File: src/design/lrts_pkg.sv
// Shared opcodes and control types for the longest-remaining-time scheduler.
package lrts_pkg;

  localparam logic OP_LOAD = 1'b0;
  localparam logic OP_TICK = 1'b1;

  typedef struct packed {
    logic clear;
    logic cmp_vld;
  } pick_ctl_t;

endpackage

File: src/design/longest_remaining_time_scheduler_unit.sv
// Top level of the preemptive longest-remaining-time-first scheduler.
//
//   channel | signals                                   | direction
//   request | in_valid_i, in_stall_o, opcode_i, ...     | in
//   result  | out_valid_o, out_stall_i, idle_o, ...     | out
//
// A load request is taken while the unit is idle and gives no result.
// A tick request stalls the input while it runs one table read per job slot
// through the single memory read port, waits for the registered read, then
// passes the write-back and result stages; its result is registered as it
// leaves the result stage.
// Reset clears the clock, the slot activity bits and the active-job count;
// no clearing pass runs. A held result keeps the next tick in the result
// stage, which holds the input stalled.
module longest_remaining_time_scheduler_unit import lrts_pkg::*; #(
  parameter int JOB_COUNT  = 16,
  parameter int TIME_WIDTH = 16
) (
  input  logic        clk_i,
  input  logic        rst_ni,
  input  logic        in_valid_i,
  output logic        in_stall_o,
  input  logic        opcode_i,
  input  logic [3:0]  job_index_i,
  input  logic [15:0] arrival_time_i,
  input  logic [15:0] burst_length_i,
  output logic        out_valid_o,
  input  logic        out_stall_i,
  output logic        idle_o,
  output logic [3:0]  ran_job_o,
  output logic        finished_o,
  output logic [15:0] completion_time_o,
  output logic [15:0] turnaround_time_o,
  output logic [15:0] waiting_time_o,
  output logic        all_done_o
);

  localparam int AW = $clog2(JOB_COUNT);
  localparam int CW = $clog2(JOB_COUNT + 1);
  localparam int TW = TIME_WIDTH;

  typedef enum logic [1:0] {
    ST_IDLE,
    ST_SCAN,
    ST_UPD,
    ST_RES
  } state_e;

  state_e         state_q;
  logic [TW-1:0]  tick_q;
  logic [JOB_COUNT-1:0] act_q;
  logic [CW-1:0]  cnt_q;
  logic [CW-1:0]  scan_q;
  logic           cmp_vld_q;
  logic [AW-1:0]  cmp_idx_q;
  logic           done_q;
  logic [TW-1:0]  comp_q, turn_q;

  logic           out_valid_q, idle_q, fin_q, all_done_q;
  logic [3:0]     ran_q;
  logic [15:0]    comp_out_q, turn_out_q, wait_out_q;

  logic           accept, is_load, in_range;
  logic [AW-1:0]  load_addr;
  logic [TW-1:0]  load_arr, load_brs;
  logic [TW-1:0]  end_tick, new_rem, wait_val;
  logic [AW-1:0]  rd_addr;

  logic           wr_en;
  logic [AW-1:0]  wr_addr;
  logic [TW-1:0]  wr_arr, wr_brs, wr_rem;
  logic [TW-1:0]  rd_arr, rd_brs, rd_rem;

  pick_ctl_t      pick_ctl;
  logic           found;
  logic [AW-1:0]  best_idx;
  logic [TW-1:0]  best_arr, best_brs, best_rem;

  assign in_stall_o = (state_q != ST_IDLE);
  assign accept     = in_valid_i && !in_stall_o;
  assign is_load    = (opcode_i == OP_LOAD);
  assign in_range   = (32'(job_index_i) < JOB_COUNT);
  assign load_addr  = AW'(job_index_i);
  assign load_arr   = TW'(arrival_time_i);
  assign load_brs   = TW'(burst_length_i);

  assign end_tick = (tick_q == {TW{1'b1}}) ? tick_q : tick_q + TW'(1);
  assign new_rem  = best_rem - TW'(1);
  assign wait_val = (turn_q >= best_brs) ? turn_q - best_brs : '0;
  assign rd_addr  = scan_q[AW-1:0];

  always_comb begin
    wr_en   = 1'b0;
    wr_addr = load_addr;
    wr_arr  = load_arr;
    wr_brs  = load_brs;
    wr_rem  = load_brs;
    if (state_q == ST_IDLE) begin
      wr_en = accept && is_load && in_range;
    end else if (state_q == ST_UPD) begin
      wr_en   = found;
      wr_addr = best_idx;
      wr_arr  = best_arr;
      wr_brs  = best_brs;
      wr_rem  = new_rem;
    end
  end

  assign pick_ctl.clear   = accept && !is_load;
  assign pick_ctl.cmp_vld = cmp_vld_q;

  lrts_job_mem #(
    .AW (AW),
    .TW (TW)
  ) u_mem (
    .clk_i     (clk_i),
    .wr_en_i   (wr_en),
    .wr_addr_i (wr_addr),
    .wr_arr_i  (wr_arr),
    .wr_brs_i  (wr_brs),
    .wr_rem_i  (wr_rem),
    .rd_addr_i (rd_addr),
    .rd_arr_o  (rd_arr),
    .rd_brs_o  (rd_brs),
    .rd_rem_o  (rd_rem)
  );

  lrts_pick_unit #(
    .AW (AW),
    .TW (TW)
  ) u_pick (
    .clk_i    (clk_i),
    .rst_ni   (rst_ni),
    .ctl_i    (pick_ctl),
    .idx_i    (cmp_idx_q),
    .active_i (act_q[cmp_idx_q]),
    .arr_i    (rd_arr),
    .brs_i    (rd_brs),
    .rem_i    (rd_rem),
    .tick_i   (tick_q),
    .found_o  (found),
    .idx_o    (best_idx),
    .arr_o    (best_arr),
    .brs_o    (best_brs),
    .rem_o    (best_rem)
  );

  always_ff @(posedge clk_i or negedge rst_ni) begin
    if (!rst_ni) begin
      state_q     <= ST_IDLE;
      tick_q      <= '0;
      act_q       <= '0;
      cnt_q       <= '0;
      scan_q      <= '0;
      cmp_vld_q   <= 1'b0;
      cmp_idx_q   <= '0;
      done_q      <= 1'b0;
      comp_q      <= '0;
      turn_q      <= '0;
      out_valid_q <= 1'b0;
      idle_q      <= 1'b0;
      ran_q       <= '0;
      fin_q       <= 1'b0;
      comp_out_q  <= '0;
      turn_out_q  <= '0;
      wait_out_q  <= '0;
      all_done_q  <= 1'b0;
    end else begin
      if (out_valid_q && !out_stall_i && (state_q != ST_RES)) begin
        out_valid_q <= 1'b0;
      end
      unique case (state_q)
        ST_IDLE: begin
          if (accept) begin
            if (is_load) begin
              if (in_range) begin
                act_q[load_addr] <= (load_brs != '0);
                cnt_q  <= cnt_q - CW'(act_q[load_addr]) + CW'(load_brs != '0);
                tick_q <= '0;
              end
            end else begin
              scan_q  <= '0;
              state_q <= ST_SCAN;
            end
          end
        end
        ST_SCAN: begin
          if (scan_q < CW'(JOB_COUNT)) begin
            cmp_vld_q <= 1'b1;
            cmp_idx_q <= rd_addr;
            scan_q    <= scan_q + CW'(1);
          end else begin
            cmp_vld_q <= 1'b0;
            state_q   <= ST_UPD;
          end
        end
        ST_UPD: begin
          done_q <= found && (new_rem == '0);
          comp_q <= end_tick;
          turn_q <= (end_tick >= best_arr) ? end_tick - best_arr : '0;
          if (found && (new_rem == '0)) begin
            act_q[best_idx] <= 1'b0;
            cnt_q <= cnt_q - CW'(1);
          end
          tick_q  <= end_tick;
          state_q <= ST_RES;
        end
        ST_RES: begin
          if (!out_valid_q || !out_stall_i) begin
            out_valid_q <= 1'b1;
            idle_q      <= !found;
            ran_q       <= found ? 4'(best_idx) : 4'd0;
            fin_q       <= done_q;
            comp_out_q  <= done_q ? 16'(comp_q) : 16'd0;
            turn_out_q  <= done_q ? 16'(turn_q) : 16'd0;
            wait_out_q  <= done_q ? 16'(wait_val) : 16'd0;
            all_done_q  <= (cnt_q == '0);
            state_q     <= ST_IDLE;
          end
        end
        default: state_q <= ST_IDLE;
      endcase
    end
  end

  assign out_valid_o       = out_valid_q;
  assign idle_o            = idle_q;
  assign ran_job_o         = ran_q;
  assign finished_o        = fin_q;
  assign completion_time_o = comp_out_q;
  assign turnaround_time_o = turn_out_q;
  assign waiting_time_o    = wait_out_q;
  assign all_done_o        = all_done_q;

endmodule

File: src/design/lrts_job_mem.sv
// Job table memory: arrival, burst and remaining work, with a registered read.
module lrts_job_mem #(
  parameter int AW = 4,
  parameter int TW = 16
) (
  input  logic          clk_i,
  input  logic          wr_en_i,
  input  logic [AW-1:0] wr_addr_i,
  input  logic [TW-1:0] wr_arr_i,
  input  logic [TW-1:0] wr_brs_i,
  input  logic [TW-1:0] wr_rem_i,
  input  logic [AW-1:0] rd_addr_i,
  output logic [TW-1:0] rd_arr_o,
  output logic [TW-1:0] rd_brs_o,
  output logic [TW-1:0] rd_rem_o
);

  logic [3*TW-1:0] mem [2**AW];
  logic [3*TW-1:0] rdata_q;

  always_ff @(posedge clk_i) begin
    if (wr_en_i) begin
      mem[wr_addr_i] <= {wr_arr_i, wr_brs_i, wr_rem_i};
    end
    rdata_q <= mem[rd_addr_i];
  end

  assign rd_arr_o = rdata_q[3*TW-1:2*TW];
  assign rd_brs_o = rdata_q[2*TW-1:TW];
  assign rd_rem_o = rdata_q[TW-1:0];

endmodule

File: src/design/lrts_pick_unit.sv
// Running selection of the eligible job with the most remaining work.
module lrts_pick_unit import lrts_pkg::*; #(
  parameter int AW = 4,
  parameter int TW = 16
) (
  input  logic          clk_i,
  input  logic          rst_ni,
  input  pick_ctl_t     ctl_i,
  input  logic [AW-1:0] idx_i,
  input  logic          active_i,
  input  logic [TW-1:0] arr_i,
  input  logic [TW-1:0] brs_i,
  input  logic [TW-1:0] rem_i,
  input  logic [TW-1:0] tick_i,
  output logic          found_o,
  output logic [AW-1:0] idx_o,
  output logic [TW-1:0] arr_o,
  output logic [TW-1:0] brs_o,
  output logic [TW-1:0] rem_o
);

  logic          found_q;
  logic [AW-1:0] idx_q;
  logic [TW-1:0] arr_q, brs_q, rem_q;
  logic          take;

  assign take = ctl_i.cmp_vld && active_i && (arr_i <= tick_i) &&
                (!found_q || (rem_i > rem_q));

  always_ff @(posedge clk_i or negedge rst_ni) begin
    if (!rst_ni) begin
      found_q <= 1'b0;
    end else if (ctl_i.clear) begin
      found_q <= 1'b0;
    end else if (take) begin
      found_q <= 1'b1;
    end
  end

  always_ff @(posedge clk_i) begin
    if (take && !ctl_i.clear) begin
      idx_q <= idx_i;
      arr_q <= arr_i;
      brs_q <= brs_i;
      rem_q <= rem_i;
    end
  end

  assign found_o = found_q;
  assign idx_o   = idx_q;
  assign arr_o   = arr_q;
  assign brs_o   = brs_q;
  assign rem_o   = rem_q;

endmodule
File: config.mk
export PLATFORM = sky130hd
export DESIGN_NAME = longest_remaining_time_scheduler_unit
export DESIGN_NICKNAME = d
export VERILOG_FILES = /design/src/design/lrts_pkg.sv /design/src/design/longest_remaining_time_scheduler_unit.sv /design/src/design/lrts_job_mem.sv /design/src/design/lrts_pick_unit.sv
export SDC_FILE = /design/constraint.sdc
export NUM_CORES = 1
export LEC_CHECK = 0
export BUFFER_PORTS_ARGS = -buffer_cell sky130_fd_sc_hd__buf_2
export CORE_MARGIN = 1
export CORE_UTILIZATION = 30
export DETAILED_ROUTE_END_ITERATION = 16
export PLACE_DENSITY = 0.52
export SYNTH_ARGS = -nofsm -noshare
export SYNTH_HDL_FRONTEND = slang
export SYNTH_SLANG_ARGS = --single-unit
File: constraint.sdc
create_clock -name clk_i -period 4.3 [get_ports clk_i]
set_input_delay 0.645 -clock clk_i [delete_from_list [all_inputs] [get_ports clk_i]]
set_output_delay 0.645 -clock clk_i [all_outputs]
set_load 0.05 [all_outputs]
## Word level (Yosys, flattened, before mapping)

Memory sizes are Yosys's and may differ from the RTL's. A register that Yosys moved wholly into a read port is not among the register bits.
Cells that the tools add are included.

| storage, ports and cells | value |
|---|---|
| RAM bits | 768 |
| register bits after elaboration | 191 |
| input port bits | 41 |
| memories | 1 |
| output and inout bits | 57 |
| word-level logic and storage cells | 144 |

| operators by class | value |
|---|---|
| order comparisons | 10 |
| bitwise logic cells | 3 |
| add/subtract/negate cells | 8 |
| reduce and logical (&&, ||, !) cells | 33 |
| muxes and demuxes | 54 |
| equality and inequality tests | 12 |

Memories:

| name | words | width | rd ports | clocked after Yosys merged registers in | wr ports | line | source |
|---|---|---|---|---|---|---|---|
| u_mem.mem | 16 | 48 | 1 | 1 | 1 | lrts_job_mem.sv:18 | `logic [3*TW-1:0] mem [2**AW];` |

Operators with widths:

| cell | count |
|---|---|
| two-way mux 16 bit | 17 |
| one-hot mux 16 bit (2 select lines) | 2 |
| >= comparator 16 bit | 2 |
| subtractor 16 bit | 2 |
| two-way mux 5 bit | 6 |
| one-hot mux 5 bit (2 select lines) | 2 |
| adder 16 x 1 -> 16 bit, second input constant | 1 |
| bitwise AND 16 bit | 1 |
| bitwise mux 16 bit | 1 |
| equality test 16 bit, second input constant | 1 |
| > comparator 16 bit | 1 |
| <= comparator 16 bit | 1 |
| zero test 16 bit | 1 |
| NOT 16 bit | 1 |
| nonzero test 16 bit | 1 |
| subtractor 16 x 1 -> 16 bit, second input constant | 1 |
| < comparator 4 x 5 -> 1 bit, second input constant | 3 |
| two-way mux 1 bit | 14 |
| != test 2 bit, second input constant | 7 |
| logical AND 1 bit | 12 |
| two-way mux 4 bit | 3 |
| AND reduction 4 bit | 3 |
| binary-select mux 1 bit (select 4 bit) | 2 |
| demux 1 bit (select 4 bit) | 2 |
| 19 further kinds | 33 |

## Depth between registers and ports, before layout

| depth | value |
|---|---|
| depth in word-level cells | 8 |
| gate-level depth with buffers | 16 |

## Hierarchy

From an unflattened synthesis, not the netlist that was laid out.

| second synthesis, totals | value |
|---|---|
| cells, all modules | 2468 |
| area total of the unflattened synthesis | 41205.8 µm² |

Modules (own cells, without submodules):

| module | area an instance (µm²) | times used | cells an instance |
|---|---|---|---|
| lrts_job_mem | 29694.7 | 1 | 1242 |
| longest_remaining_time_scheduler_unit | 9080.0 | 1 | 1056 |
| lrts_pick_unit | 2431.1 | 1 | 170 |

## Worst setup path after synthesis

OpenSTA, ideal clock, no wires.

| path | value |
|---|---|
| kind | register to register |
| from | reg tick_q[4] |
| to | reg turn_q[10] |
| stages on the path, launching flop included | 17 |
| period minus slack after synthesis | 4.419 ns |
| buffers on the path | 2 |
| setup time | 0.120 ns |
| required time | 4.180 ns |
| slack | -0.119 ns |
| data arrival time | 4.299 ns |
| cells stage by stage | dfrtp_1 -> nand4_1 -> or4_4 -> or4_4 -> buf_6 -> xnor2_1 -> ha_1 -> inv_1 -> fa_1 -> a21o_1 -> a21o_1 -> a21oi_1 -> o21ai_0 -> a2111oi_0 -> o21bai_1 -> clkbuf_1 -> a31o_2 |

| on the way | value |
|---|---|
| word-level cells in the longest chain between the ends | 4 |
| elaborated cells between the ends (all ways) | 6 |
| classes of those cells | add/sub (2); order compare (1); eq/ne (1); mux (2) |

Ends and longest elaborated chain:

| element | line | source |
|---|---|---|
| from (decl) | longest_remaining_time_scheduler_unit.sv:50 | `logic [TW-1:0] tick_q;` |
| from (signal assigned) | longest_remaining_time_scheduler_unit.sv:205 | `tick_q <= end_tick;` |
| adder 16 x 1 -> 16 bit or equality test 16 bit (tied branches) | longest_remaining_time_scheduler_unit.sv:87 | `assign end_tick = (tick_q == {TW{1'b1}}) ? tick_q : tick_q + TW'(1);` |
| two-way mux 16 bit (*) | longest_remaining_time_scheduler_unit.sv:87 |  |
| subtractor 16 bit or >= comparator 16 bit (tied branches) | longest_remaining_time_scheduler_unit.sv:200 | `turn_q <= (end_tick >= best_arr) ? end_tick - best_arr : '0;` |
| two-way mux 16 bit (*) | longest_remaining_time_scheduler_unit.sv:200 |  |
| to (signal assigned) | longest_remaining_time_scheduler_unit.sv:200 |  |
| to (decl) | longest_remaining_time_scheduler_unit.sv:57 | `logic [TW-1:0] comp_q, turn_q;` |

Every way passes the cells marked *; elsewhere a longest branch is shown, timed or not.
A chain may end at the register's enable or synchronous reset.

## Worst setup path after layout

| path | value |
|---|---|
| from | reg tick_q[4] |
| to | reg turn_q[9] |

| on the way | value |
|---|---|
| word-level cells in the longest chain between the ends | 4 |
| elaborated cells between the ends (all ways) | 6 |
| classes of those cells | add/sub (2); order compare (1); eq/ne (1); mux (2) |

Ends and longest elaborated chain:

| element | line | source |
|---|---|---|
| equality test 16 bit (*) | longest_remaining_time_scheduler_unit.sv:87 |  |
| two-way mux 16 bit (*) | longest_remaining_time_scheduler_unit.sv:87 |  |
| net end_tick[3] | longest_remaining_time_scheduler_unit.sv:66 | `logic [TW-1:0] end_tick, new_rem, wait_val;` |
| subtractor 16 bit or >= comparator 16 bit (tied branches) | longest_remaining_time_scheduler_unit.sv:200 |  |
| two-way mux 16 bit (*) | longest_remaining_time_scheduler_unit.sv:200 |  |

The timed path passes the listed nets; every way through them passes the cells marked *.

==> impl_metrics.tcl <==
set metrics [dict create \
    async_flop_share_pct 13.8 \
    syn_area_um2 41400 \
    maxSlewViolCount 0 \
    portBuffers 97 \
    required_ns 4.84 \
    synth-seq-cells 1007 \
    syn_to_final_growth_pct 17.1 \
    hold_class "input port to async pin" \
    grt_use_total_pct 15.5 \
    rows 136 \
    hold_violations 5 \
    die_x_um 374 \
    core_area_um2 137000 \
    relSlewSlack_pct 14.8 \
    crit_fanout 13 \
    fin_cells 4509 \
    met1_usage_pct 22.0 \
    regMostFlops "u_mem.mem" \
    ys_types 74 \
    fin_crit_sh_pct 95.3 \
    synth_ff_type "edfxtp_1" \
    top_regs "u_mem.mem x768, u_mem.rdata_q x48" \
    busiest_layer "met2" \
    worst-r2r-cell-count 14 \
    synth-edff-count 820 \
    initial_core_util_pct 30.2 \
    fin_skew_ns 0.0604 \
    critPathKind "register to register" \
    drive_above_1_share_pct 25.7 \
    violations "hold timing" \
    largest_register_ffs 768 \
    cap_violations 0 \
    grt_pass1_vias 23500 \
    cts_htree_levels 3 \
    wire_per_inst_um 24.2 \
    yosysWarnings 0 \
    cts_sinks 1007 \
    drt_first_iter_violations 1985 \
    synth.top_cells.by_area "edfxtp_1, mux4_2, dfrtp_1" \
    path_clk_slew_ns 0.06 \
    syn_area_per_cell_um2 17.3 \
    ios 98 \
    antenna_found_initial 8 \
    fmax_mhz 244 \
    crit_path_start_kind "register" \
    drt-pass1-iter-count 5 \
    status "finished, violations left" \
    seq_area_frac_synth_pct 70.1 \
    fin_crit_ns 4.10 \
    drt-total-wl_um 109000 \
    worstPathArrival_ns 4.64 \
    die-area_um2 140000 \
    syn_nets 2527 \
    globalplace.congestion 0.836 \
    clkLatencyLatePin_ns 0.71 \
    dr_total_vias 22600 \
    via_per_inst 5.02 \
    use_met3_pct 2.79 \
    post-place-ws_ns 0.0822 \
    grt_max_degree 90 \
    use_met2_pct 24.8 \
    syn-instance-count 2402 \
    hold_ws_ns -0.00973 \
    grt_overflow 0 \
    ant_nets 0 \
    dp.cells 4304 \
    setup_viol 0 \
    tightest_slew_ns 1.25 \
    cts-root-buf "clkbuf_16" \
    die_y_um 374 \
    post-route-worst-setup-slack_ns 0.204 \
    yosys.area.top_type "edfxtp_1" \
    hold_buffers 0 \
    drc 0 \
    end_kind "register" \
    cts_buffer_depth 3 \
    yosysTopAreaCellShare_pct 59.4 \
    powerDensity_nw_per_um2 614 \
    ir_drop_mv 0.335 \
    fin_util_pct 35.3 \
    grt_pass1_wl_um 161000 \
    leakage_uw 0.0167 \
    dp_hpwl_um 67200 \
    fin_nets 2746 \
    cts_buffers 106 \
    tritoncts "built" \
]
-- synthesized netlist by cell type, types with 42 or more instances --
library cell / count
nand2_1: 183
a21oi_1: 53
clkbuf_1: 85
xnor2_1: 42
inv_1: 93
nor2_1: 79
edfxtp_1: 820
ha_1: 81
dfxtp_1: 48
mux4_2: 250
o21ai_0: 162
dfrtp_1: 139
-- kinds of logic (layout without fill, tap and decap cells) --
logic type      count (synthesis)  after routing  share of synthesized area, %
flops                        1007           1007                          70.1
simple gates                  429            429                          4.86
compound gates                357            357                          5.33
mux                           272            272                          14.2
buf+inv                       204            515                          1.87
fa+ha+maj                      84             84                          2.59
xor+xnor                       49             49                          1.04
other cells                     0              2                             0
-- worst max-delay path, cell delays in order (launching register included) --
cell,delay [ns]
dfrtp_1,0.35
nand4_1,0.12
or4_4,0.51
or4_4,0.52
buf_4,0.21
or2b_1,0.20
xnor2_1,0.16
ha_1,0.34
a21oi_2,0.18
nor3b_4,0.26
a211oi_1,0.13
o21a_1,0.20
o21a_1,0.18
or3_1,0.31
a41o_1,0.23
-- layout make-up --
type,count,area [µm²]
Fill cell,12800,88800
Sequential cell,1007,29100
Inverter,93,349
Timing Repair Buffer,222,1610
Multi-Input combinational cell,1191,11800
Antenna cell,2,5.00
Clock buffer,151,2990
Tap cell,1794,2240
Clock inverter,49,460
-- layout by cell type (no fill, tap or decap), drive strengths merged, types with 17 or more instances in the layout --
cell,netlist,routed
edfxtp,820,820
mux4,250,250
buf,26,222
nand2,183,183
o21ai,162,162
clkbuf,85,151
dfrtp,139,139
inv,93,97
ha,81,81
nor2,79,79
a21oi,53,53
dfxtp,48,48
xnor2,42,42
clkinv,0,38
nor3,35,35
nand3,28,28
nor2b,26,26
a31oi,23,23
a22o,21,21
a21o,19,19
nand4,17,17
-- per-stage QoR --
stage	instance area [µm²]	setup TNS (ns)	power (µW)
after global routing	48500	-0.00844	31200
after detailed placement	45000	0	21000
after floorplan	41400	0	18100
after CTS	48400	0	30100
final	48500	0	29800
after global placement	45000	0	20800
-- power by group --
part	leakage (µW)	internal [µW]	switching [µW]
combinational	0.00534	3250	4450
clock	0.00169	5160	3850
sequential	0.00966	12300	758
-- final timing paths --
kind	start	end	slack (ns)
setup / recovery	tick_q[4]	turn_q[9]	0.20
hold / removal	rst_ni	ran_job_o[1]	-0.01
setup reg to reg	tick_q[4]	turn_q[9]	0.20
hold reg to reg	u_mem.rdata_q[30]	u_pick.brs_o[14]	0.40
max in group asynchronous	rst_ni	waiting_time_o[9]	3.21
min in group clk_i	out_stall_i	out_valid_o	0.32
-- metal layers --
layer  routed length [µm]  up-vias
met5                   27        -
met4                 2170        4
met3                 5560      156
met2                50800      623
met1                50400    11900
li1                     -     9940
-- repair_timing --
action	CTS	global route
resized for setup	1	11
setup endpoints to repair	2	16
setup buffers	0	3
pin swaps	0	3
No activity file was read; power rests on OpenSTA's default activity.
